## src/design/mpl2n_pkg.sv

```systemverilog
// Shared types, constants and codes for the mean pooling and L2 normalization block.
package mpl2n_pkg;

	localparam int DIM_MAX_DEF    = 512;
	localparam int MAX_TOKENS_DEF = 512;
	localparam int DIM_W          = 10;
	localparam int VAL_W          = 32;
	localparam int FRAC_SH        = 30;
	localparam int ACC_W          = 74;
	localparam int ROOT_W         = 37;
	localparam int SPLIT_W        = 21;

	localparam logic [DIM_W-1:0] DIM_RESET = 10'd384;

	localparam logic OP_ACC   = 1'b0;
	localparam logic OP_DRAIN = 1'b1;

	localparam logic [1:0] ST_OK        = 2'd0;
	localparam logic [1:0] ST_EMPTY     = 2'd1;
	localparam logic [1:0] ST_NOT_FINAL = 2'd2;
	localparam logic [1:0] ST_ERROR     = 2'd3;

	typedef struct packed {
		logic             op;
		logic [VAL_W-1:0] value;
		logic             eos;
	} item_t;

endpackage

```

## src/design/mpl2n_front.sv

```systemverilog
// Front end: accepts input items and holds them in a two-entry queue for the back end.
module mpl2n_front import mpl2n_pkg::*; (
	input  logic                    clk,
	input  logic                    arst_n,
	input  logic                    in_valid,
	output logic                    in_stall,
	input  logic                    opcode,
	input  logic signed [VAL_W-1:0] element_value,
	input  logic                    end_of_sequence,
	output logic                    q_valid,
	output item_t                   q_item,
	input  logic                    q_pop
);

	item_t      ent_q [2];
	logic       wr_q;
	logic       rd_q;
	logic [1:0] cnt_q;
	logic       push;

	assign in_stall = (cnt_q == 2'd2);
	assign push     = in_valid && !in_stall;
	assign q_valid  = (cnt_q != 2'd0);
	assign q_item   = ent_q[rd_q];

	always_ff @(posedge clk) begin
		if (push) begin
			ent_q[wr_q] <= '{op: opcode, value: element_value, eos: end_of_sequence};
		end
	end

	always_ff @(posedge clk or negedge arst_n) begin
		if (!arst_n) begin
			wr_q  <= 1'b0;
			rd_q  <= 1'b0;
			cnt_q <= 2'd0;
		end else begin
			if (push) wr_q <= !wr_q;
			if (q_pop) rd_q <= !rd_q;
			if (push && !q_pop) cnt_q <= cnt_q + 2'd1;
			else if (!push && q_pop) cnt_q <= cnt_q - 2'd1;
		end
	end

endmodule

```

## config.mk

```make
export PLATFORM = sky130hd
export DESIGN_NAME = mpl2n_front
export DESIGN_NICKNAME = d
export VERILOG_FILES = /design/src/design/mpl2n_pkg.sv /design/src/design/mpl2n_front.sv
export SDC_FILE = /design/constraint.sdc
export NUM_CORES = 1
export LEC_CHECK = 0
export ABC_AREA = 0
export BUFFER_PORTS_ARGS = -buffer_cell sky130_fd_sc_hd__buf_2
export CORE_MARGIN = 3
export CORE_UTILIZATION = 56
export CTS_CLUSTER_DIAMETER = 30
export CTS_CLUSTER_SIZE = 40
export DETAILED_ROUTE_END_ITERATION = 8
export PLACE_DENSITY = 0.84
export SYNTH_ARGS = -nofsm -noshare
export SYNTH_HDL_FRONTEND = slang
export SYNTH_SLANG_ARGS = --single-unit
```

## constraint.sdc

```tcl
create_clock -name clk -period 4.7 [get_ports clk]
set_input_delay 0.705 -clock clk [delete_from_list [all_inputs] [get_ports clk]]
set_output_delay 0.705 -clock clk [all_outputs]
set_load 0.01 [all_outputs]
```

# After elaboration in Yosys (flattened, before gate mapping)
# Memory sizes are Yosys's and may differ from the RTL's.
# Index checks and enable logic that the tools add are counted.
# classes
n_reduce_logical	10
muxes	4
eq_ne	1
n_addsub	2
# ops
cell	count
$logic_not A1 Y1	5
$mux W2	2
$reduce_bool A2 Y1	2
$logic_and A1 B1 Y1	3
$add A2 B1 Y2 const B	1
$eq A2 B2 Y1 const B	1
$mux W1	2
$sub A2 B1 Y2 const B	1
# totals
wordCells	21
memories	1
ram_bits	68
inputBits	38
output_inout_bits	36
regBits	4
# memory_table
name	depth	width	read_ports	rd_clocked_by_memory_dff	write_ports	line	source
ent_q	2	34	1	0	1	mpl2n_front.sv:15	item_t ent_q [2];

# Depth between registers and ports, before layout
# logic_depth
word_depth	7
ltp_mapped	7
ltp_nobuf	7

# Least setup slack after synthesis
# OpenSTA, ideal clock, no wires.
# synth_timing
kind	input -> register
from	input in_valid
to	memory ent_q[0][0] (netlist name), enable pin
t_arrival_ns	2.231
setup_time_ns	0.425
path_buffers	0
slack_ns	2.044
cell_stages	2
t_required_ns	4.275
path_cell_list	nand2_1 -> nor2_1
# synth_between
elab_chain_len	3
# synth_lines
item	line	source
start: declaration	mpl2n_front.sv:5	input logic in_valid,
$logic_and A1 B1 Y1	mpl2n_front.sv:22	assign push = in_valid && !in_stall;
$mux W1	mpl2n_front.sv:27	if (push) begin
$mux W1 (not written as such)	mpl2n_front.sv:28	ent_q[wr_q] <= '{op: opcode, value: element_value, eos: end_of_sequence};
end: declaration	mpl2n_front.sv:15	
# No other way between the ends.

==> impl_metrics.yaml <==
run_status:
  status: "completed"
final_layout:
  fillCellCount: 320
  fin_util_pct: 69.9
  design_area_sq_um: 3340
  mostFrequentLayoutCell: "buf_2"
  nNetsFinal: 244
  layout_common_cells: "buf_2 (73), edfxtp_1 (68), mux2_4 (29)"
  num_antenna_cells: 0
  synthToLayoutAreaGrowth_pct: 19.3
  drive_gt1_share_pct: 58.9
pwr:
  irDropWorstVdd_uv: 498
  p_total_mw: 1.99
  p_leak_nw: 1.36
  cellPowerDensity_nw_per_um2: 595
synthesis:
  synth_area_sq_um: 2800
  yosys.area_share.simple_pct: 1.07
  synth_nets: 164
  synth_area_per_cell_sq_um: 22.4
  yosysWarningCount: 0
  synthMuxAreaShare_pct: 17.5
  synth-seq-area-share_pct: 76.4
  post_synth_inst_count: 125
  synth_top_family_by_area: "multiplexers"
  ys_types: 15
  synthAdderAreaFrac_pct: 0.446
  yosys.area_share.xor_xnor_pct: 1.56
  ys_ff_latch: 72
  synth_compound_area_share_pct: 0
die:
  fp.dieH_um: 76.7
  initial_core_util_pct: 58.6
  dieArea_sq_um: 5890
  die_w_um: 76.7
  num_rows: 25
  core_sq_um: 4790
  ioPinCount: 74
drt:
  drtPass1Iterations: 4
  vias: 1357
  wirelength_um: 4230
  ant_nets: 0
  drtIter0Drc: 65
  drcViolationCount: 0
  viasPerCell: 4.92
  routedWlPerCell_um: 15.3
worst_setup_path:
  cp_max_fo: 35
  critical_path_class: "reg2out"
  r2r_start: "cnt_q[0]"
  start_kind: "register"
  worstPathArrival_ns: 1.93
  critPathCaptureType: "output pin"
  r2r_slack_ns: 2.83
  r2r_cells: 3
  worstPathRequired_ns: 3.99
  crit_end: "q_item[29]"
  crit_start: "rd_q"
  r2r-end: "ent_q[0][28]"
clock_tree:
  root_buffer: "clkbuf_8"
  hold_buffers: 0
  clkSinkCount: 72
  post_cts_buffers: 0
  clkTransAtPathRegs_ns: 0.07
  post_cts_resized: 0
  htree_levels: 3
  clock_latency_ns: 0.33
  cts_buffers: 9
  cts_tree: "yes"
  clk_path_buf_depth: 2
job:
  cap_violations: 0
sta:
  hold-worst-slack_ns: 0.175
  hold_viol: 0
  drv_slew: 0
  setup_tns_ns: 0
  min_period_ns: 2.64
  relSlewSlack_pct: 31.0
  skew_ns: 0.00767
  worst_pin_slew_ns: 1.03
  fmax_mhz: 379
  post-route-period-util_pct: 56.1
  rsz0062_at_grt: "no"
  setup_violations: 0
hold_path:
  min_path_type: "in2async"
global_route:
  grt_pass1_wl_um: 6900
  grt_use_total_pct: 15.7
  antenna_found_initial: 0
  grt_pass1_vias: 1442
  overflow: 0
  grt_max_degree: 36
placed_design:
  numPortBuffers: 73
  dp_hpwl_um: 2820
  gp_congestion: 0.638
  placed_area_sq_um: 3190
==> cell type report <==
class | instances | area, sq um | area share, %
multi-input cells | 46 | 587 | 17.6
clock inverters | 5 | 25.0 | 0.749
repair buffers | 73 | 365 | 10.9
inverters | 3 | 11.3 | 0.337
well taps | 67 | 83.8 | 2.51
flip-flops and latches | 72 | 2140 | 64.1
clock buffers | 10 | 128 | 3.82
==> cell families (layout without fill, tap and decap cells) <==
family | Yosys count | after routing
xor gates and xnor gates | 5 | 5
adders and majority gates | 1 | 1
buffers and inverters | 7 | 91
DFF | 72 | 72
muxes | 34 | 34
and+or+nand+nor | 6 | 6
==> cell usage after synthesis <==
cell type | n | area, sq um
xnor2_1 | 2 | 17.5
buf_6 | 1 | 11.3
nand2b_1 | 1 | 6.26
and3_1 | 1 | 6.26
nand2_1 | 1 | 3.75
buf_12 | 3 | 60.1
ha_1 | 1 | 12.5
mux2_4 | 29 | 435
mux2_2 | 5 | 56.3
dfrtp_1 | 4 | 100
nor2_1 | 2 | 7.51
xor2_1 | 3 | 26.3
inv_1 | 3 | 11.3
or2_2 | 1 | 6.26
edfxtp_1 | 68 | 2040
==> power by group <==
group | total (mW) | switching [mW] | internal (mW) | leakage [nW]
Clock | 0.382 | 0.199 | 0.183 | 0.0770
Sequential | 1.00 | 0.122 | 0.882 | 0.677
Combinational | 0.603 | 0.258 | 0.345 | 0.609
==> worst min path at each step <==
| stage | start | cells past startpoint | endpoint | slack [ns] |
|---|---|---|---|---|
| finish | arst_n | 1 | wr_q | 0.17 |
| global route | arst_n | 1 | wr_q | 0.15 |
| CTS | arst_n | 1 | wr_q | 0.16 |
| detailed placement | cnt_q[1] | 1 | cnt_q[1] | 0.49 |
| global placement | cnt_q[1] | 1 | cnt_q[1] | 0.47 |
| floorplan | arst_n | 0 | cnt_q[0] | 0.41 |
==> metrics by stage <==
step	instances	worst slack (ns)
2_1_floorplan	125	2.04
3_3_place_gp	261	2.39
3_5_place_dp	261	2.37
4_1_cts	276	2.00
5_1_grt	276	1.93
6_report	276	2.06
==> critical path, cell delays in order, from the launching register on <==
cell	delay, ns
dfrtp_2	1.04
mux2_2	0.42
buf_2	0.14
==> layer usage <==
metal | part of all wire, % | vias to the layer above | global-route usage, %
met5 | 0 | - | 0
met4 | 2.0 | 0 | 8.70
met3 | 6.4 | 8 | 4.69
met2 | 52 | 52 | 26.4
met1 | 40 | 654 | 17.8
li1 | - | 643 | -
==> registers in the layout (all words and copies together), names as in the netlist <==
signal,cells
rd_q,1
cnt_q,2
wr_q,1
ent_q,68
Power figures use the tool's default switching activity.
